--- src/rtl/evre_pkg.sv ---
// Package with the types, constants and helper functions of the range estimator.
package evre_pkg;

   // Field widths of the words and registers.
   localparam int unsigned SOC_W   = 10;
   localparam int unsigned CONS_W  = 10;
   localparam int unsigned TEMP_W  = 8;
   localparam int unsigned RANGE_W = 15;
   localparam int unsigned CAP_W   = 18;
   localparam int unsigned EFF_W   = 13;
   localparam int unsigned CSR_W   = 18;
   localparam int unsigned CSR_IDX_W = 2;

   // Datapath widths of the serial multiplier and divider.
   localparam int unsigned TF_W    = 10;
   localparam int unsigned PROD1_W = 28;
   localparam int unsigned ACC_W   = 38;
   localparam int unsigned DEN_W   = 30;
   localparam int unsigned NUM_W   = 43;
   localparam int unsigned CNT_W   = 6;

   // Configuration register indexes.
   localparam logic [CSR_IDX_W-1:0] CSR_CAPACITY    = 2'd0;
   localparam logic [CSR_IDX_W-1:0] CSR_INIT_EFF    = 2'd1;
   localparam logic [CSR_IDX_W-1:0] CSR_RESERVE_SOC = 2'd2;

   // Reset values of the configuration and state.
   localparam logic [CAP_W-1:0] CAPACITY_RST = 18'd77400;
   localparam logic [EFF_W-1:0] EFF_RST      = 13'd2560;
   localparam logic [SOC_W-1:0] RESERVE_RST  = 10'd50;

   // Constants of the arithmetic.
   localparam logic [RANGE_W-1:0] RANGE_MAX   = 15'd20000;
   localparam logic [16:0]        DEN_SCALE   = 17'd100000;
   localparam logic [DEN_W-1:0]   DEN_TEN     = 30'd10;
   localparam logic [CONS_W-1:0]  CONS_LOW    = 10'd50;
   localparam logic [CONS_W-1:0]  CONS_HIGH   = 10'd500;

   // Step counts of the serial units.
   localparam logic [CNT_W-1:0] MUL_STEPS     = 6'd10;
   localparam logic [CNT_W-1:0] EFF_DIV_STEPS = 6'd17;
   localparam logic [CNT_W-1:0] RAW_DIV_STEPS = 6'd43;
   localparam logic [CNT_W-1:0] EMA_DIV_STEPS = 6'd18;

   // Sequencer states.
   typedef enum logic [3:0] {
      ST_IDLE,
      ST_EFF_DIV,
      ST_EFF_WB,
      ST_MUL_A,
      ST_MUL_B,
      ST_DEN,
      ST_DIV_LOAD,
      ST_RAW_DIV,
      ST_RAW_SAT,
      ST_EMA_DIV,
      ST_EMA_WB,
      ST_OUT
   } state_type;

   // Temperature derating in per-mille, by temperature band.
   function automatic logic [TF_W-1:0] temp_factor(input logic signed [TEMP_W-1:0] t);
      logic [TF_W-1:0] f;
      if (t < 8'sd0) begin
         f = 10'd700;
      end else if (t < 8'sd10) begin
         f = 10'd850;
      end else if (t < 8'sd20) begin
         f = 10'd950;
      end else if (t > 8'sd45) begin
         f = 10'd850;
      end else if (t > 8'sd35) begin
         f = 10'd950;
      end else begin
         f = 10'd1000;
      end
      return f;
   endfunction

endpackage

--- src/rtl/evre_if.sv ---
// Valid/ready stream interfaces for the sample words and the range words.
interface evre_req_if;
   logic                                valid;
   logic                                ready;
   logic [evre_pkg::SOC_W-1:0]          soc_tenths;
   logic [evre_pkg::CONS_W-1:0]         avg_consumption;
   logic signed [evre_pkg::TEMP_W-1:0]  pack_temp;

   modport source (output valid, output soc_tenths, output avg_consumption,
                   output pack_temp, input ready);
   modport sink   (input valid, input soc_tenths, input avg_consumption,
                   input pack_temp, output ready);
endinterface

interface evre_rsp_if;
   logic                          valid;
   logic                          ready;
   logic [evre_pkg::RANGE_W-1:0]  range_tenths_km;
   logic                          reserve_active;

   modport source (output valid, output range_tenths_km, output reserve_active,
                   input ready);
   modport sink   (input valid, input range_tenths_km, input reserve_active,
                   output ready);
endinterface

--- src/rtl/ev_range_estimator_core.sv ---
// Top level of the range estimator: sequencer, serial multiplier and serial divider.
//
// Usage: each word on req_bus carries a charge sample, the average consumption and the
// battery temperature. A word whose charge equals the stored last charge is accepted and
// yields no result. Any other word updates the smoothed efficiency (when the
// consumption lies strictly between 50 and 500 Wh/km), computes a temperature-derated
// range, smooths it against a nonzero previous range and returns one word on rsp_bus.
// A bit-serial shift-add multiplier forms charge times capacity and then times the
// temperature factor, and one bit-serial restoring divider is shared by the
// efficiency average (17 steps), the range quotient (43 steps) and the range average
// (18 steps). The 43-step range division is the longest. The next word is accepted the cycle
// after the result is handed to the output register, so the block takes no new-charge
// word while it is still working on the last one.
// The result sits in an output register; if the receiver stalls, the block still
// finishes the next word and then waits with it until the register frees up.
// Synchronous reset restores capacity 77400 Wh, efficiency 2560 (Q4 Wh/km), reserve
// charge 50, and clears the last charge and previous range. Configuration writes on the
// csr_ port take effect at once and are meant to be issued while the block is idle.
module ev_range_estimator_core (
   input  logic                              clock,
   input  logic                              reset,
   evre_req_if.sink                          req_bus,
   evre_rsp_if.source                        rsp_bus,
   input  logic                              csr_we,
   input  logic [evre_pkg::CSR_IDX_W-1:0]    csr_index,
   input  logic [evre_pkg::CSR_W-1:0]        csr_wdata
);

   // Sequencer state.
   evre_pkg::state_type state_ff, state_in;

   // Configuration and persistent state.
   logic [evre_pkg::CAP_W-1:0]   capacity_ff, capacity_in;
   logic [evre_pkg::SOC_W-1:0]   reserve_ff, reserve_in;
   logic [evre_pkg::EFF_W-1:0]   eff_ff, eff_in;
   logic [evre_pkg::SOC_W-1:0]   last_soc_ff, last_soc_in;
   logic [evre_pkg::RANGE_W-1:0] prev_ff, prev_in;

   // Captured word and intermediate range.
   logic [evre_pkg::SOC_W-1:0]   soc_ff, soc_in;
   logic [evre_pkg::TF_W-1:0]    tf_ff, tf_in;
   logic [evre_pkg::RANGE_W-1:0] range_ff, range_in;

   // Serial multiplier.
   logic [evre_pkg::ACC_W-1:0]   acc_ff, acc_in;
   logic [evre_pkg::PROD1_W-1:0] mcand_ff, mcand_in;
   logic [evre_pkg::TF_W-1:0]    mplier_ff, mplier_in;

   // Serial divider.
   logic [evre_pkg::NUM_W-1:0]   div_num_ff, div_num_in;
   logic [evre_pkg::DEN_W-1:0]   div_den_ff, div_den_in;
   logic [evre_pkg::DEN_W-1:0]   div_rem_ff, div_rem_in;
   logic [evre_pkg::RANGE_W-1:0] quo_ff, quo_in;
   logic                         ovf_ff, ovf_in;

   // Shared step counter.
   logic [evre_pkg::CNT_W-1:0]   cnt_ff, cnt_in;

   // Output register.
   logic                         rsp_valid_ff, rsp_valid_in;
   logic [evre_pkg::RANGE_W-1:0] rsp_range_ff, rsp_range_in;
   logic                         rsp_reserve_ff, rsp_reserve_in;

   // Combinational helpers.
   logic                         req_accept;
   logic                         new_charge;
   logic                         cons_ok;
   logic                         last_step;
   logic                         rsp_load;
   logic [evre_pkg::ACC_W-1:0]   acc_step;
   logic [evre_pkg::DEN_W:0]     trial;
   logic [evre_pkg::DEN_W:0]     diff;
   logic                         qbit;
   logic [16:0]                  eff_sum;
   logic [17:0]                  ema_sum;
   logic [evre_pkg::RANGE_W-1:0] raw_sat;
   logic                         reserve_now;

   // Handshake and decision terms.
   assign req_accept  = req_bus.valid && req_bus.ready;
   assign new_charge  = req_bus.soc_tenths != last_soc_ff;
   assign cons_ok     = (req_bus.avg_consumption > evre_pkg::CONS_LOW)
                        && (req_bus.avg_consumption < evre_pkg::CONS_HIGH);
   assign last_step   = cnt_ff == evre_pkg::CNT_W'(1);
   assign rsp_load    = (state_ff == evre_pkg::ST_OUT) && (!rsp_valid_ff || rsp_bus.ready);
   assign reserve_now = soc_ff < reserve_ff;

   // One multiplier step: shift the accumulator and add the multiplicand on a one bit.
   assign acc_step = {acc_ff[evre_pkg::ACC_W-2:0], 1'b0}
                     + (mplier_ff[evre_pkg::TF_W-1]
                        ? {{(evre_pkg::ACC_W-evre_pkg::PROD1_W){1'b0}}, mcand_ff}
                        : {evre_pkg::ACC_W{1'b0}});

   // One restoring divider step: bring in the next numerator bit and try a subtract.
   assign trial = {div_rem_ff, div_num_ff[evre_pkg::NUM_W-1]};
   assign diff  = trial - {1'b0, div_den_ff};
   assign qbit  = trial >= {1'b0, div_den_ff};

   // Efficiency average numerator: 16 * consumption + 9 * efficiency + 5.
   assign eff_sum = {3'b0, req_bus.avg_consumption, 4'b0} + {1'b0, eff_ff, 3'b0}
                    + {4'b0, eff_ff} + 17'd5;

   // Range average numerator: 2 * raw + 8 * previous + 5.
   assign ema_sum = {2'b0, raw_sat, 1'b0} + {prev_ff, 3'b0} + 18'd5;

   // Saturated raw range from the quotient and its overflow flag.
   assign raw_sat = (ovf_ff || (quo_ff > evre_pkg::RANGE_MAX)) ? evre_pkg::RANGE_MAX : quo_ff;

   // Next state.
   always_comb begin
      state_in = state_ff;
      case (state_ff)
         evre_pkg::ST_IDLE: begin
            if (req_accept && new_charge) begin
               state_in = cons_ok ? evre_pkg::ST_EFF_DIV : evre_pkg::ST_MUL_A;
            end
         end
         evre_pkg::ST_EFF_DIV: begin
            if (last_step) begin
               state_in = evre_pkg::ST_EFF_WB;
            end
         end
         evre_pkg::ST_EFF_WB: begin
            state_in = evre_pkg::ST_MUL_A;
         end
         evre_pkg::ST_MUL_A: begin
            if (last_step) begin
               state_in = evre_pkg::ST_MUL_B;
            end
         end
         evre_pkg::ST_MUL_B: begin
            if (last_step) begin
               state_in = evre_pkg::ST_DEN;
            end
         end
         evre_pkg::ST_DEN: begin
            state_in = evre_pkg::ST_DIV_LOAD;
         end
         evre_pkg::ST_DIV_LOAD: begin
            state_in = evre_pkg::ST_RAW_DIV;
         end
         evre_pkg::ST_RAW_DIV: begin
            if (last_step) begin
               state_in = evre_pkg::ST_RAW_SAT;
            end
         end
         evre_pkg::ST_RAW_SAT: begin
            state_in = (prev_ff != '0) ? evre_pkg::ST_EMA_DIV : evre_pkg::ST_OUT;
         end
         evre_pkg::ST_EMA_DIV: begin
            if (last_step) begin
               state_in = evre_pkg::ST_EMA_WB;
            end
         end
         evre_pkg::ST_EMA_WB: begin
            state_in = evre_pkg::ST_OUT;
         end
         evre_pkg::ST_OUT: begin
            if (rsp_load) begin
               state_in = evre_pkg::ST_IDLE;
            end
         end
         default: begin
            state_in = evre_pkg::ST_IDLE;
         end
      endcase
   end

   // Handshake outputs.
   always_comb begin
      req_bus.ready           = state_ff == evre_pkg::ST_IDLE;
      rsp_bus.valid           = rsp_valid_ff;
      rsp_bus.range_tenths_km = rsp_range_ff;
      rsp_bus.reserve_active  = rsp_reserve_ff;
   end

   // Datapath next values per state.
   always_comb begin
      capacity_in    = capacity_ff;
      reserve_in     = reserve_ff;
      eff_in         = eff_ff;
      last_soc_in    = last_soc_ff;
      prev_in        = prev_ff;
      soc_in         = soc_ff;
      tf_in          = tf_ff;
      range_in       = range_ff;
      acc_in         = acc_ff;
      mcand_in       = mcand_ff;
      mplier_in      = mplier_ff;
      div_num_in     = div_num_ff;
      div_den_in     = div_den_ff;
      div_rem_in     = div_rem_ff;
      quo_in         = quo_ff;
      ovf_in         = ovf_ff;
      cnt_in         = cnt_ff;
      rsp_range_in   = rsp_range_ff;
      rsp_reserve_in = rsp_reserve_ff;

      // Configuration writes; unknown indexes are ignored.
      if (csr_we) begin
         case (csr_index)
            evre_pkg::CSR_CAPACITY:    capacity_in = csr_wdata[evre_pkg::CAP_W-1:0];
            evre_pkg::CSR_INIT_EFF:    eff_in      = csr_wdata[evre_pkg::EFF_W-1:0];
            evre_pkg::CSR_RESERVE_SOC: reserve_in  = csr_wdata[evre_pkg::SOC_W-1:0];
            default: ;
         endcase
      end

      case (state_ff)
         evre_pkg::ST_IDLE: begin
            // Capture a new charge and start either the efficiency average or the product.
            if (req_accept && new_charge) begin
               soc_in      = req_bus.soc_tenths;
               last_soc_in = req_bus.soc_tenths;
               tf_in       = evre_pkg::temp_factor(req_bus.pack_temp);
               div_rem_in  = '0;
               quo_in      = '0;
               ovf_in      = 1'b0;
               div_num_in  = {eff_sum, 26'b0};
               div_den_in  = evre_pkg::DEN_TEN;
               acc_in      = '0;
               mcand_in    = {{(evre_pkg::PROD1_W-evre_pkg::CAP_W){1'b0}}, capacity_ff};
               mplier_in   = req_bus.soc_tenths;
               cnt_in      = cons_ok ? evre_pkg::EFF_DIV_STEPS : evre_pkg::MUL_STEPS;
            end
         end
         evre_pkg::ST_EFF_DIV, evre_pkg::ST_RAW_DIV, evre_pkg::ST_EMA_DIV: begin
            // Shared divider step.
            div_num_in = {div_num_ff[evre_pkg::NUM_W-2:0], 1'b0};
            div_rem_in = qbit ? diff[evre_pkg::DEN_W-1:0] : trial[evre_pkg::DEN_W-1:0];
            quo_in     = {quo_ff[evre_pkg::RANGE_W-2:0], qbit};
            ovf_in     = ovf_ff | quo_ff[evre_pkg::RANGE_W-1];
            cnt_in     = cnt_ff - evre_pkg::CNT_W'(1);
         end
         evre_pkg::ST_EFF_WB: begin
            // Store the new efficiency and set up charge times capacity.
            eff_in    = quo_ff[evre_pkg::EFF_W-1:0];
            acc_in    = '0;
            mcand_in  = {{(evre_pkg::PROD1_W-evre_pkg::CAP_W){1'b0}}, capacity_ff};
            mplier_in = soc_ff;
            cnt_in    = evre_pkg::MUL_STEPS;
         end
         evre_pkg::ST_MUL_A: begin
            // Charge times capacity; then reload for the temperature factor.
            acc_in    = acc_step;
            mplier_in = {mplier_ff[evre_pkg::TF_W-2:0], 1'b0};
            cnt_in    = cnt_ff - evre_pkg::CNT_W'(1);
            if (last_step) begin
               acc_in    = '0;
               mcand_in  = acc_step[evre_pkg::PROD1_W-1:0];
               mplier_in = tf_ff;
               cnt_in    = evre_pkg::MUL_STEPS;
            end
         end
         evre_pkg::ST_MUL_B: begin
            acc_in    = acc_step;
            mplier_in = {mplier_ff[evre_pkg::TF_W-2:0], 1'b0};
            cnt_in    = cnt_ff - evre_pkg::CNT_W'(1);
         end
         evre_pkg::ST_DEN: begin
            // Denominator: efficiency times 100000.
            div_den_in = {{(evre_pkg::DEN_W-evre_pkg::EFF_W){1'b0}}, eff_ff}
                         * evre_pkg::DEN_W'(evre_pkg::DEN_SCALE);
         end
         evre_pkg::ST_DIV_LOAD: begin
            // Numerator is the product times 16 plus half the denominator for rounding.
            div_num_in = {1'b0, acc_ff, 4'b0}
                         + {{(evre_pkg::NUM_W-evre_pkg::DEN_W+1){1'b0}},
                            div_den_ff[evre_pkg::DEN_W-1:1]};
            div_rem_in = '0;
            quo_in     = '0;
            ovf_in     = 1'b0;
            cnt_in     = evre_pkg::RAW_DIV_STEPS;
         end
         evre_pkg::ST_RAW_SAT: begin
            // Saturate and set up the range average when there is a previous range.
            range_in   = raw_sat;
            div_num_in = {ema_sum, 25'b0};
            div_den_in = evre_pkg::DEN_TEN;
            div_rem_in = '0;
            quo_in     = '0;
            ovf_in     = 1'b0;
            cnt_in     = evre_pkg::EMA_DIV_STEPS;
         end
         evre_pkg::ST_EMA_WB: begin
            range_in = quo_ff;
         end
         evre_pkg::ST_OUT: begin
            // Hand the word to the output register and remember the range.
            if (rsp_load) begin
               prev_in        = range_ff;
               rsp_range_in   = reserve_now ? '0 : range_ff;
               rsp_reserve_in = reserve_now;
            end
         end
         default: ;
      endcase
   end

   // Output register valid flag.
   always_comb begin
      if (rsp_load) begin
         rsp_valid_in = 1'b1;
      end else if (rsp_bus.ready) begin
         rsp_valid_in = 1'b0;
      end else begin
         rsp_valid_in = rsp_valid_ff;
      end
   end

   // Control and persistent state registers.
   always_ff @(posedge clock) begin
      if (reset) begin
         state_ff     <= evre_pkg::ST_IDLE;
         capacity_ff  <= evre_pkg::CAPACITY_RST;
         reserve_ff   <= evre_pkg::RESERVE_RST;
         eff_ff       <= evre_pkg::EFF_RST;
         last_soc_ff  <= '0;
         prev_ff      <= '0;
         cnt_ff       <= '0;
         rsp_valid_ff <= 1'b0;
      end else begin
         state_ff     <= state_in;
         capacity_ff  <= capacity_in;
         reserve_ff   <= reserve_in;
         eff_ff       <= eff_in;
         last_soc_ff  <= last_soc_in;
         prev_ff      <= prev_in;
         cnt_ff       <= cnt_in;
         rsp_valid_ff <= rsp_valid_in;
      end
   end

   // Payload registers.
   always_ff @(posedge clock) begin
      soc_ff         <= soc_in;
      tf_ff          <= tf_in;
      range_ff       <= range_in;
      acc_ff         <= acc_in;
      mcand_ff       <= mcand_in;
      mplier_ff      <= mplier_in;
      div_num_ff     <= div_num_in;
      div_den_ff     <= div_den_in;
      div_rem_ff     <= div_rem_in;
      quo_ff         <= quo_in;
      ovf_ff         <= ovf_in;
      rsp_range_ff   <= rsp_range_in;
      rsp_reserve_ff <= rsp_reserve_in;
   end

   // The delivered range never exceeds the saturation limit.
   a_range_limit: assert property (@(posedge clock) disable iff (reset)
      rsp_valid_ff |-> (rsp_range_ff <= evre_pkg::RANGE_MAX))
      else $error("range word above limit");

   // A reserve word always carries a zero range.
   a_reserve_zero: assert property (@(posedge clock) disable iff (reset)
      (rsp_valid_ff && rsp_reserve_ff) |-> (rsp_range_ff == '0))
      else $error("reserve word with nonzero range");

   // The stored previous range stays within the limit.
   a_prev_limit: assert property (@(posedge clock) disable iff (reset)
      prev_ff <= evre_pkg::RANGE_MAX)
      else $error("previous range above limit");

   // A new charge is remembered right after it is accepted.
   a_last_soc: assert property (@(posedge clock) disable iff (reset)
      (req_accept && new_charge) |=> (last_soc_ff == $past(req_bus.soc_tenths)))
      else $error("last charge not updated");

   // The range division and the second multiplier pass only run with a live step count.
   a_cnt_live: assert property (@(posedge clock) disable iff (reset)
      (state_ff == evre_pkg::ST_RAW_DIV || state_ff == evre_pkg::ST_MUL_B) |-> (cnt_ff != '0))
      else $error("serial unit running with zero step count");

endmodule

--- src/flat_wrapper.sv ---
// flat-port wrapper written by rule: the top's interface ports become plain ports
module ev_range_estimator_core_flat 
  (clock, reset, csr_we, csr_index, csr_wdata, req_bus_valid, req_bus_soc_tenths, req_bus_avg_consumption, req_bus_pack_temp, req_bus_ready, rsp_bus_valid, rsp_bus_range_tenths_km, rsp_bus_reserve_active, rsp_bus_ready);
  evre_req_if req_bus_i ();
  evre_rsp_if rsp_bus_i ();
  input  logic clock;
  input  logic reset;
  input  logic csr_we;
  input  logic [evre_pkg::CSR_IDX_W-1:0] csr_index;
  input  logic [evre_pkg::CSR_W-1:0] csr_wdata;
  input wire logic [$bits(req_bus_i.valid)-1:0] req_bus_valid;
  input wire logic [$bits(req_bus_i.soc_tenths)-1:0] req_bus_soc_tenths;
  input wire logic [$bits(req_bus_i.avg_consumption)-1:0] req_bus_avg_consumption;
  input wire logic [$bits(req_bus_i.pack_temp)-1:0] req_bus_pack_temp;
  output wire logic [$bits(req_bus_i.ready)-1:0] req_bus_ready;
  output wire logic [$bits(rsp_bus_i.valid)-1:0] rsp_bus_valid;
  output wire logic [$bits(rsp_bus_i.range_tenths_km)-1:0] rsp_bus_range_tenths_km;
  output wire logic [$bits(rsp_bus_i.reserve_active)-1:0] rsp_bus_reserve_active;
  input wire logic [$bits(rsp_bus_i.ready)-1:0] rsp_bus_ready;
  assign req_bus_i.valid = req_bus_valid;
  assign req_bus_i.soc_tenths = req_bus_soc_tenths;
  assign req_bus_i.avg_consumption = req_bus_avg_consumption;
  assign req_bus_i.pack_temp = req_bus_pack_temp;
  assign req_bus_ready = req_bus_i.ready;
  assign rsp_bus_valid = rsp_bus_i.valid;
  assign rsp_bus_range_tenths_km = rsp_bus_i.range_tenths_km;
  assign rsp_bus_reserve_active = rsp_bus_i.reserve_active;
  assign rsp_bus_i.ready = rsp_bus_ready;
  ev_range_estimator_core u_core (.clock(clock), .reset(reset), .req_bus(req_bus_i), .rsp_bus(rsp_bus_i), .csr_we(csr_we), .csr_index(csr_index), .csr_wdata(csr_wdata));
endmodule
--- config.mk ---
export PLATFORM = sky130hd
export DESIGN_NAME = ev_range_estimator_core_flat
export DESIGN_NICKNAME = d
export VERILOG_FILES = /design/src/rtl/evre_pkg.sv /design/src/rtl/evre_if.sv /design/src/rtl/ev_range_estimator_core.sv /design/src/flat_wrapper.sv
export SDC_FILE = /design/constraint.sdc
export NUM_CORES = 1
export LEC_CHECK = 0
export ABC_AREA = 1
export ABC_CLOCK_PERIOD_IN_PS = 4200
export BUFFER_PORTS_ARGS = -buffer_cell sky130_fd_sc_hd__clkbuf_2
export CAP_MARGIN = 20
export CORE_ASPECT_RATIO = 1.1
export CORE_MARGIN = 4
export CORE_UTILIZATION = 45
export CTS_CLUSTER_DIAMETER = 120
export DETAILED_ROUTE_END_ITERATION = 10
export GPL_TIMING_DRIVEN = 0
export PLACE_DENSITY = 0.65
export REMOVE_ABC_BUFFERS = 1
export SLEW_MARGIN = 15
export SYNTH_ARGS = -nofsm -noshare
export SYNTH_HDL_FRONTEND = slang
export SYNTH_SLANG_ARGS = --single-unit
--- constraint.sdc ---
create_clock -name clock -period 4.2 [get_ports clock]
set_input_delay 0 -clock clock [delete_from_list [all_inputs] [get_ports clock]]
set_output_delay 0 -clock clock [all_outputs]
set_load 0.01 [all_outputs]
==> metrics.txt, run 1 <==
# TYPE chip_impl_metric gauge
chip_impl_metric{name="antenna_violating_nets_left",unit=""} 0
chip_impl_info{name="tritoncts_clock_tree",value="done"} 1
chip_impl_info{name="min_delay_worst_endpoint",value="u_core.eff_ff[10]$_SDFFE_PP0P_"} 1
chip_impl_metric{name="die-width",unit="um"} 224
chip_impl_info{name="hold_start",value="csr_we"} 1
chip_impl_info{name="rsz_0062_raised_after_global_routing",value="yes"} 1
chip_impl_metric{name="worst-r2r-cell-count",unit=""} 17
chip_impl_metric{name="place_congestion",unit=""} 0.938
chip_impl_metric{name="yosys_warnings",unit=""} 0
chip_impl_metric{name="final_net_count",unit=""} 3314
chip_impl_info{name="dominantRegCellSynth",value="sky130_fd_sc_hd__edfxtp_1"} 1
chip_impl_metric{name="cp.required",unit="ns"} 4.59
chip_impl_info{name="reg_to_reg_start",value="u_core.eff_ff[10]$_SDFFE_PP0P_"} 1
chip_impl_metric{name="final-max-slew-violation-count",unit=""} 0
chip_impl_metric{name="post-route-min-period",unit="ns"} 4.14
chip_impl_metric{name="portBuffers",unit=""} 70
chip_impl_metric{name="worst_hold_stages",unit=""} 7
chip_impl_metric{name="synth_enable_flop_cells",unit=""} 239
chip_impl_info{name="hold_path_class",value="in -> reg"} 1
chip_impl_metric{name="clock_tree.htree_level_count",unit=""} 2
chip_impl_metric{name="vias_in_the_first_global_route",unit=""} 19237
chip_impl_metric{name="worst_setup_hold_path_clk_slew",unit="ns"} 0.06
chip_impl_metric{name="fin_util",unit=""} 0.526
chip_impl_info{name="r2r_end",value="u_core.div_den_ff[28]$_SDFFCE_PN0P_"} 1
chip_impl_metric{name="dpl.cell_count",unit=""} 3567
chip_impl_metric{name="synthDominantCellAreaShare",unit=""} 0.311
chip_impl_metric{name="synth.ff_latch_count",unit=""} 316
chip_impl_metric{name="static_leakage_power",unit="uW"} 0.0121
chip_impl_info{name="synth_commonest_cells",value="sky130_fd_sc_hd__nand2_1 (552), sky130_fd_sc_hd__inv_1 (441), sky130_fd_sc_hd__nor2_1 (317)"} 1
chip_impl_info{name="synth_area_leaders",value="sky130_fd_sc_hd__edfxtp_1 (31%), sky130_fd_sc_hd__ha_1 (11%), sky130_fd_sc_hd__nand2_1 (9.0%)"} 1
chip_impl_info{name="result_of_the_run",value="complete, no violations"} 1
chip_impl_metric{name="stdcell_area",unit="um^2"} 26500
chip_impl_metric{name="r2r_slack",unit="ns"} 0.06
chip_impl_metric{name="synth.yosys.seq_area_share",unit=""} 0.377
chip_impl_metric{name="drc",unit=""} 0
chip_impl_metric{name="hold_viol",unit=""} 0
chip_impl_metric{name="critPathBufInv",unit=""} 4
chip_impl_metric{name="routed_wl",unit="um"} 65400
chip_impl_metric{name="final_setup_violation_count",unit=""} 0
chip_impl_metric{name="detail_route.first_pass.iterations",unit=""} 5
chip_impl_metric{name="cts_buffers",unit=""} 36
chip_impl_metric{name="synthArstFlopShare",unit=""} 0
chip_impl_metric{name="ctsLongestPathBuffers",unit=""} 3
chip_impl_metric{name="initial_core_util",unit=""} 0.458
chip_impl_metric{name="vias_per_cell",unit=""} 5.36
chip_impl_metric{name="cts_sinks",unit=""} 316
chip_impl_metric{name="io_pins",unit=""} 71
chip_impl_metric{name="timing.final.crit_share",unit=""} 0.985
chip_impl_metric{name="setup_tns",unit="ns"} 0
chip_impl_metric{name="power_density",unit="nW/um^2"} 840
chip_impl_info{name="crit_family",value="adder cells"} 1
chip_impl_metric{name="global_route.usage.total",unit=""} 0.231
chip_impl_metric{name="worstSkewPairLatency",unit="ns"} 0.57
chip_impl_metric{name="critical-path-max-stage-delay",unit="ns"} 0.53
chip_impl_info{name="crit_chain",value="ha_4, ha_4, inv_1, fa_1, inv_1, fa_1, inv_1, fa_1, inv_1, ha_4, nand2_1, nor2_2, and2_4, nand4_1, nand3_1, o21ai_0, a21oi_1"} 1
chip_impl_info{name="cts.root.buffer_cell",value="sky130_fd_sc_hd__clkbuf_16"} 1
chip_impl_metric{name="syn_inst",unit=""} 2881
chip_impl_info{name="worstSetupEndpointType",value="register"} 1
chip_impl_info{name="crit_slowest_cell",value="sky130_fd_sc_hd__fa_1"} 1
chip_impl_metric{name="finished_layout_cells",unit=""} 3695
chip_impl_info{name="yosys.area.top_type",value="sky130_fd_sc_hd__edfxtp_1"} 1
chip_impl_metric{name="drive_above_1_share",unit=""} 0.104
chip_impl_metric{name="postSynthAreaPerCell",unit="um^2"} 8.02
chip_impl_metric{name="die_height",unit="um"} 246
chip_impl_metric{name="diodes",unit=""} 0
chip_impl_info{name="worstSetupStartpointType",value="register"} 1
chip_impl_metric{name="drv.max_cap_violation_count",unit=""} 0
chip_impl_metric{name="detail_route.iter0.violations",unit=""} 1407
chip_impl_metric{name="postPlaceCellArea",unit="um^2"} 24300
chip_impl_metric{name="ir_drop",unit="mV"} 0.405
chip_impl_metric{name="core",unit="um^2"} 50500
chip_impl_info{name="critPathMostFrequentCell",value="sky130_fd_sc_hd__inv_1"} 1
chip_impl_metric{name="yosysUniqueCellTypes",unit=""} 62
chip_impl_metric{name="synth_area",unit="um^2"} 23100
chip_impl_metric{name="crit_cells",unit=""} 17
chip_impl_metric{name="timing_worst_slew_pin_value",unit="ns"} 0.901
chip_impl_metric{name="worst_case_headroom_to_the_max_slew_limit",unit=""} 0.399
chip_impl_metric{name="die_area",unit="um^2"} 55000
chip_impl_metric{name="critical_path.max_fanout",unit=""} 7
chip_impl_metric{name="wl_cell",unit="um"} 17.7
chip_impl_metric{name="core.rowCount",unit=""} 86
chip_impl_metric{name="timing.critical_path.arrival",unit="ns"} 4.53
chip_impl_metric{name="detailroute.via_count",unit=""} 19822
chip_impl_metric{name="growth_of_design_area_from_synthesis_to_finish",unit="%"} 14.9
chip_impl_metric{name="grt_antenna_before_repair",unit=""} 0
chip_impl_metric{name="grt_start_max_net_pins",unit=""} 59
chip_impl_metric{name="maxClockFrequency",unit="MHz"} 242
chip_impl_info{name="timing_worst_setup_path_type",value="reg -> reg"} 1
chip_impl_metric{name="worst_clock_skew_on_the_final_layout",unit="ns"} 0.0230
chip_impl_metric{name="grt_first_pass_wirelength",unit="um"} 102000
chip_impl_info{name="yosys.cell_count.top_type",value="sky130_fd_sc_hd__nand2_1"} 1
chip_impl_metric{name="post-dp-hpwl",unit="um"} 50400
chip_impl_metric{name="globalRoute.totalOverflow",unit=""} 0
## placed cells by master (no fill, tap or decap), types with 12 or more instances in the layout
| cell type | count |
|---|---|
| sky130_fd_sc_hd__or2_2 | 12 |
| sky130_fd_sc_hd__xnor2_1 | 31 |
| sky130_fd_sc_hd__nand4_1 | 38 |
| sky130_fd_sc_hd__clkbuf_2 | 70 |
| sky130_fd_sc_hd__inv_1 | 438 |
| sky130_fd_sc_hd__a21oi_2 | 35 |
| sky130_fd_sc_hd__ha_1 | 192 |
| sky130_fd_sc_hd__edfxtp_1 | 239 |
| sky130_fd_sc_hd__dlygate4sd3_1 | 55 |
| sky130_fd_sc_hd__o21ai_1 | 42 |
| sky130_fd_sc_hd__a21oi_1 | 208 |
| sky130_fd_sc_hd__xor2_1 | 49 |
| sky130_fd_sc_hd__fa_1 | 42 |
| sky130_fd_sc_hd__a21o_1 | 18 |
| sky130_fd_sc_hd__clkbuf_16 | 39 |
| sky130_fd_sc_hd__nand2_1 | 544 |
| sky130_fd_sc_hd__a22oi_1 | 12 |
| sky130_fd_sc_hd__dfxtp_1 | 64 |
| sky130_fd_sc_hd__o211ai_1 | 18 |
| sky130_fd_sc_hd__ha_4 | 19 |
| sky130_fd_sc_hd__nor2_1 | 307 |
| sky130_fd_sc_hd__nor2_2 | 15 |
| sky130_fd_sc_hd__nand3_1 | 131 |
| sky130_fd_sc_hd__inv_2 | 17 |
| sky130_fd_sc_hd__o21ai_0 | 177 |
| sky130_fd_sc_hd__nor3_1 | 22 |
| sky130_fd_sc_hd__nand2_2 | 12 |
## sequential cells by signal (all words and copies together) (netlist names), 6 cells and up
| name | count |
|---|---|
| u_core.div_den_ff | 26 |
| u_core.prev_ff | 15 |
| u_core.quo_ff | 15 |
| u_core.reserve_ff | 10 |
| u_core.tf_ff | 7 |
| u_core.mplier_ff | 10 |
| u_core.div_rem_ff | 30 |
| u_core.soc_ff | 10 |
| u_core.rsp_bus.range_tenths_km | 15 |
| u_core.range_ff | 15 |
| u_core.cnt_ff | 6 |
| u_core.div_num_ff | 43 |
| u_core.mcand_ff | 28 |
| u_core.last_soc_ff | 10 |
| u_core.capacity_ff | 18 |
| u_core.eff_ff | 13 |
| u_core.acc_ff | 38 |
## per-layer routing
metal	wire length, um	global-route usage	vias up
met5	0	0	-
met4	2550	0.0843	0
met3	3330	0.0319	125
met2	30900	0.386	494
met1	28700	0.308	9310
li1	-	-	9893
## stage by stage
| stage | total power, uW | hold WS (ns) | worst slack (ns) |
|---|---|---|---|
| floorplan | 14500 | 0.0691 | 0.0828 |
| global placement | 17600 | 0.211 | -1.77 |
| detailed placement | 18000 | 0.220 | -0.456 |
| CTS | 21700 | 0.0262 | 0.00159 |
| global route | 24300 | 0.113 | -0.0840 |
| finish | 22300 | 0.0697 | 0.0615 |
## power by group
part           switching [uW]  total, uW  internal, uW
registers                 920       5950          5030
logic                    8500      13100          4590
clock network            1370       3250          1890
total                   10800      22300         11500
## cell type report
cell class | count | area, um^2
Clock buffer | 50 | 1080
Clock inverter | 16 | 155
Fill cell | 4692 | 23900
Inverter | 456 | 1710
Multi-Input combinational cell | 2051 | 12800
Sequential cell | 316 | 8760
Tap cell | 660 | 826
Timing Repair Buffer | 146 | 1200
## how the worst max path moves through the flow
| stage | startpoint | end | slack [ns] |
|---|---|---|---|
| after detailed placement | u_core.eff_ff[11]$_SDFFE_PP1P_ | u_core.div_den_ff[27]$_SDFFCE_PN0P_ | -0.46 |
| final | u_core.eff_ff[10]$_SDFFE_PP0P_ | u_core.div_den_ff[28]$_SDFFCE_PN0P_ | 0.06 |
| after floorplan | u_core.state_ff[0]$_SDFFE_PP0P_ | u_core.acc_ff[0]$_DFFE_PP_ | 0.08 |
| after global routing | u_core.eff_ff[10]$_SDFFE_PP0P_ | u_core.div_den_ff[28]$_SDFFCE_PN0P_ | -0.08 |
| after global placement | u_core.state_ff[0]$_SDFFE_PP0P_ | u_core.acc_ff[13]$_DFFE_PP_ | -1.77 |
| after CTS | u_core.eff_ff[2]$_SDFFE_PP0P_ | u_core.div_den_ff[23]$_SDFFCE_PN0P_ | 0.002 |
## worst min-delay path, stage by stage
cell                       delay (ns)
sky130_fd_sc_hd__clkbuf_2        0.09
sky130_fd_sc_hd__inv_1           0.09
sky130_fd_sc_hd__nor3_2          0.13
sky130_fd_sc_hd__nand2_1         0.09
sky130_fd_sc_hd__nand3_1         0.07
sky130_fd_sc_hd__o211ai_1        0.08
sky130_fd_sc_hd__inv_1           0.05
## what timing repair did
item,in CTS,in global routing
resized for setup,32,57
setup buffers,0,6
hold buffers,55,0
endpoints found under the setup margin,11,12
pin swaps,1,7
hold endpoints to repair,87,0
## logic make-up (layout without fill, tap and decap cells)
logic type	count (synthesis)	in the layout	synth area share
compound gates	587	587	0.147
xor+xnor	80	80	0.0303
fa+ha+maj	254	254	0.151
buf+inv	514	668	0.0869
flops	316	316	0.377
simple gates	1130	1130	0.207
No activity file was read; power rests on OpenSTA's default activity.
==> run 2: changes to the inputs <==
Settings changed: CORE_UTILIZATION 45 to 42, PLACE_DENSITY 0.65 to 0.62.
==> run 2 against run 1 <==
  * Design area rose by 0.66%
  * Sequential power is essentially flat
  * Clock skew decreased by 0.0015 ns
  * Clock power hardly changed
  * Critical endpoint is now u_core.div_den_ff[21]$_SDFFCE_PN0P_
  * Routed wire length increased by 2.4%
  * Sequential share of layout area down 0.22 points
  * Flip-flop and latch count unchanged
  * Non-clock buffer count rose by 7
  * Core utilization down 3.1 points
  * Setup slack improved by 0.093 ns
  * Die area rose by 6.9%
  * Critical path depth shrank 1
==> metrics.txt, run 2 (same netlist as run 1, synthesis figures left out) <==
# TYPE chip_impl_metric gauge
chip_impl_metric{name="maxClockFrequency",unit="MHz"} 247
chip_impl_metric{name="detail_route.iter0.violations",unit=""} 1444
chip_impl_metric{name="largest_register_ff_count",unit=""} 43
chip_impl_metric{name="timing.final.crit_share",unit=""} 0.963
chip_impl_metric{name="detailroute.via_count",unit=""} 20058
chip_impl_info{name="r2r_end",value="u_core.div_den_ff[21]$_SDFFCE_PN0P_"} 1
chip_impl_info{name="most-common-layout-cells",value="sky130_fd_sc_hd__nand2_1 (542), sky130_fd_sc_hd__inv_1 (437), sky130_fd_sc_hd__nor2_1 (307)"} 1
chip_impl_metric{name="worst-r2r-cell-count",unit=""} 16
chip_impl_metric{name="ir_drop",unit="mV"} 0.537
chip_impl_info{name="tritoncts_clock_tree",value="done"} 1
chip_impl_metric{name="hold_viol",unit=""} 0
chip_impl_metric{name="routed_wl",unit="um"} 67000
chip_impl_metric{name="worst_hold_stages",unit=""} 3
chip_impl_metric{name="final.fill_count",unit=""} 5136
chip_impl_metric{name="wl_cell",unit="um"} 17.8
chip_impl_metric{name="die_area",unit="um^2"} 58800
chip_impl_info{name="timing_worst_setup_path_type",value="reg -> reg"} 1
chip_impl_metric{name="worst_case_headroom_to_the_max_slew_limit",unit=""} 0.363
chip_impl_metric{name="worst_clock_skew_on_the_final_layout",unit="ns"} 0.0215
chip_impl_metric{name="grt_antenna_before_repair",unit=""} 0
chip_impl_metric{name="r2r_slack",unit="ns"} 0.15
chip_impl_info{name="cts.root.buffer_cell",value="sky130_fd_sc_hd__clkbuf_16"} 1
chip_impl_metric{name="io_pins",unit=""} 71
chip_impl_metric{name="cts_sinks",unit=""} 316
chip_impl_metric{name="timing.critical_path.arrival",unit="ns"} 4.34
chip_impl_metric{name="drv.max_cap_violation_count",unit=""} 0
chip_impl_info{name="largest-register",value="u_core.div_num_ff"} 1
chip_impl_metric{name="globalRoute.totalOverflow",unit=""} 0
chip_impl_metric{name="growth_of_design_area_from_synthesis_to_finish",unit="%"} 15.6
chip_impl_metric{name="grt_start_max_net_pins",unit=""} 59
chip_impl_metric{name="drc",unit=""} 0
chip_impl_info{name="largestRegisters",value="u_core.div_num_ff: 43 flops, u_core.acc_ff: 38 flops, u_core.div_rem_ff: 30 flops"} 1
chip_impl_metric{name="antenna_violating_nets_left",unit=""} 0
chip_impl_metric{name="place_congestion",unit=""} 0.958
chip_impl_metric{name="worstSkewPairLatency",unit="ns"} 0.57
chip_impl_metric{name="core",unit="um^2"} 54000
chip_impl_metric{name="post-dp-hpwl",unit="um"} 51800
chip_impl_info{name="grt_busiest_layer",value="met2"} 1
chip_impl_metric{name="static_leakage_power",unit="uW"} 0.0122
chip_impl_metric{name="grt_first_pass_wirelength",unit="um"} 105000
chip_impl_info{name="result_of_the_run",value="complete, no violations"} 1
chip_impl_info{name="hold_start",value="csr_we"} 1
chip_impl_metric{name="setup_tns",unit="ns"} 0
chip_impl_metric{name="global_route.usage.total",unit=""} 0.223
chip_impl_metric{name="vias_per_cell",unit=""} 5.31
chip_impl_info{name="reg_to_reg_start",value="u_core.eff_ff[3]$_SDFFE_PP0P_"} 1
chip_impl_metric{name="portBuffers",unit=""} 70
chip_impl_metric{name="core.rowCount",unit=""} 89
chip_impl_info{name="hold_path_class",value="in -> reg"} 1
chip_impl_metric{name="ctsLongestPathBuffers",unit=""} 3
chip_impl_info{name="worstSetupEndpointType",value="register"} 1
chip_impl_info{name="min_delay_worst_endpoint",value="u_core.reserve_ff[3]$_SDFFE_PP0P_"} 1
chip_impl_metric{name="grt_use_met3",unit=""} 0.0298
chip_impl_metric{name="worst_setup_hold_path_clk_slew",unit="ns"} 0.06
chip_impl_metric{name="power_density",unit="nW/um^2"} 845
chip_impl_metric{name="final-max-slew-violation-count",unit=""} 0
chip_impl_info{name="worstSetupStartpointType",value="register"} 1
chip_impl_metric{name="die-width",unit="um"} 232
chip_impl_metric{name="detail_route.first_pass.iterations",unit=""} 6
chip_impl_metric{name="final_setup_violation_count",unit=""} 0
chip_impl_metric{name="global_route.usage.met1",unit=""} 0.288
chip_impl_metric{name="clock_tree.htree_level_count",unit=""} 2
chip_impl_metric{name="cp.required",unit="ns"} 4.50
chip_impl_metric{name="cts_buffers",unit=""} 38
chip_impl_metric{name="critical_path.max_fanout",unit=""} 7
chip_impl_metric{name="vias_in_the_first_global_route",unit=""} 19544
chip_impl_metric{name="post-route-min-period",unit="ns"} 4.05
chip_impl_info{name="most_common_cell_after_layout_fill_and_taps_aside",value="sky130_fd_sc_hd__nand2_1"} 1
chip_impl_metric{name="drive_above_1_share",unit=""} 0.107
chip_impl_metric{name="fin_hold_ws",unit="ns"} 0.0418
chip_impl_metric{name="timing_worst_slew_pin_value",unit="ns"} 0.954
chip_impl_metric{name="die_height",unit="um"} 254
chip_impl_metric{name="final_net_count",unit=""} 3323
chip_impl_metric{name="met2_usage_in_global_routing",unit=""} 0.376
chip_impl_metric{name="total_power",unit="uW"} 22600
chip_impl_metric{name="initial_core_util",unit=""} 0.428
[run 2: cell types whose count changed in the layout (fill, tap and decap cells not counted), moves of 3 or more]
cell / before / now
sky130_fd_sc_hd__nor2_2: 15 / 12
sky130_fd_sc_hd__buf_4: 9 / 14
sky130_fd_sc_hd__clkbuf_8: 6 / 1
sky130_fd_sc_hd__buf_8: 0 / 3
sky130_fd_sc_hd__ha_2: 1 / 5
sky130_fd_sc_hd__clkinv_1: 2 / 6
sky130_fd_sc_hd__nor2_4: 3 / 6
sky130_fd_sc_hd__clkinv_2: 4 / 7
sky130_fd_sc_hd__buf_6: 4 / 1
[run 2: area by class of cell]
cell class | instances | area [um^2] | share of cell area
diodes | 1 | 2.50 | 0.0000937
clock buffers | 46 | 1010 | 0.0379
clock inverters | 23 | 224 | 0.00839
inverters | 456 | 1710 | 0.0641
multi-input cells | 2051 | 12800 | 0.480
flip-flops and latches | 316 | 8760 | 0.328
well taps | 728 | 911 | 0.0341
repair buffers | 153 | 1270 | 0.0477
[run 2: what timing repair did]
action / 4_1_cts / 5_1_grt
hold buffers: 56 / 0
gates resized for setup: 34 / 63
pin swaps: 3 / 14
endpoints found under the hold margin: 80 / 0
endpoints found under the setup margin: 11 / 12
setup buffers: 3 / 8
[run 2: how the worst max path moves through the flow]
stage / startpoint / endpoint / slack (ns) / depth (start not counted)
3_5_place_dp: u_core.eff_ff[11]$_SDFFE_PP1P_ / u_core.div_den_ff[27]$_SDFFCE_PN0P_ / -0.58 / 16
5_1_grt: u_core.eff_ff[1]$_SDFFE_PP0P_ / u_core.div_den_ff[25]$_SDFFCE_PN0P_ / -0.01 / 18
3_3_place_gp: u_core.state_ff[0]$_SDFFE_PP0P_ / u_core.acc_ff[11]$_DFFE_PP_ / -1.76 / 9
6_report: u_core.eff_ff[3]$_SDFFE_PP0P_ / u_core.div_den_ff[21]$_SDFFCE_PN0P_ / 0.15 / 16
4_1_cts: u_core.eff_ff[6]$_SDFFE_PP0P_ / u_core.div_den_ff[23]$_SDFFCE_PN0P_ / 0.004 / 16
2_1_floorplan: u_core.state_ff[0]$_SDFFE_PP0P_ / u_core.acc_ff[0]$_DFFE_PP_ / 0.08 / 9
[run 2: power by group]
group / internal, uW / switching (uW) / leakage (uW) / total (uW)
combinational: 4690 / 8700 / 0.00860 / 13400
clock: 1870 / 1370 / 0.000593 / 3240
sequential: 5030 / 906 / 0.00298 / 5940
total: 11600 / 11000 / 0.0122 / 22600
[run 2: metal layers]
layer  share of wire  wire (um)  vias to the layer above
met5               0          0                        -
met4           0.049       3310                        0
met3           0.047       3130                      147
met2            0.47      31500                      547
met1            0.43      29100                     9447
li1                -          -                     9917
[run 2: stage by stage]
step | utilization | instance area (um^2) | setup WS [ns] | std cells
floorplan | - | 22800 | 0.0828 | 2823
global placement | 0.446 | 24100 | -1.76 | 3621
detailed placement | 0.451 | 24400 | -0.584 | 3636
CTS | 0.488 | 26300 | 0.00373 | 3764
global route | 0.494 | 26700 | -0.0122 | 3773
finish | 0.494 | 26700 | 0.154 | 3774
[run 2: critical path, stage by stage, from the launching register on]
cell	delay [ns]
sky130_fd_sc_hd__dfxtp_4	0.39
sky130_fd_sc_hd__ha_1	0.32
sky130_fd_sc_hd__ha_4	0.30
sky130_fd_sc_hd__xor2_1	0.20
sky130_fd_sc_hd__ha_1	0.28
sky130_fd_sc_hd__fa_1	0.54
sky130_fd_sc_hd__inv_1	0.05
sky130_fd_sc_hd__fa_1	0.52
sky130_fd_sc_hd__inv_1	0.06
sky130_fd_sc_hd__ha_4	0.27
sky130_fd_sc_hd__a21oi_2	0.18
sky130_fd_sc_hd__inv_1	0.07
sky130_fd_sc_hd__a21oi_2	0.15
sky130_fd_sc_hd__o21ai_2	0.10
sky130_fd_sc_hd__buf_4	0.14
sky130_fd_sc_hd__o21ai_0	0.13
sky130_fd_sc_hd__a21oi_1	0.08
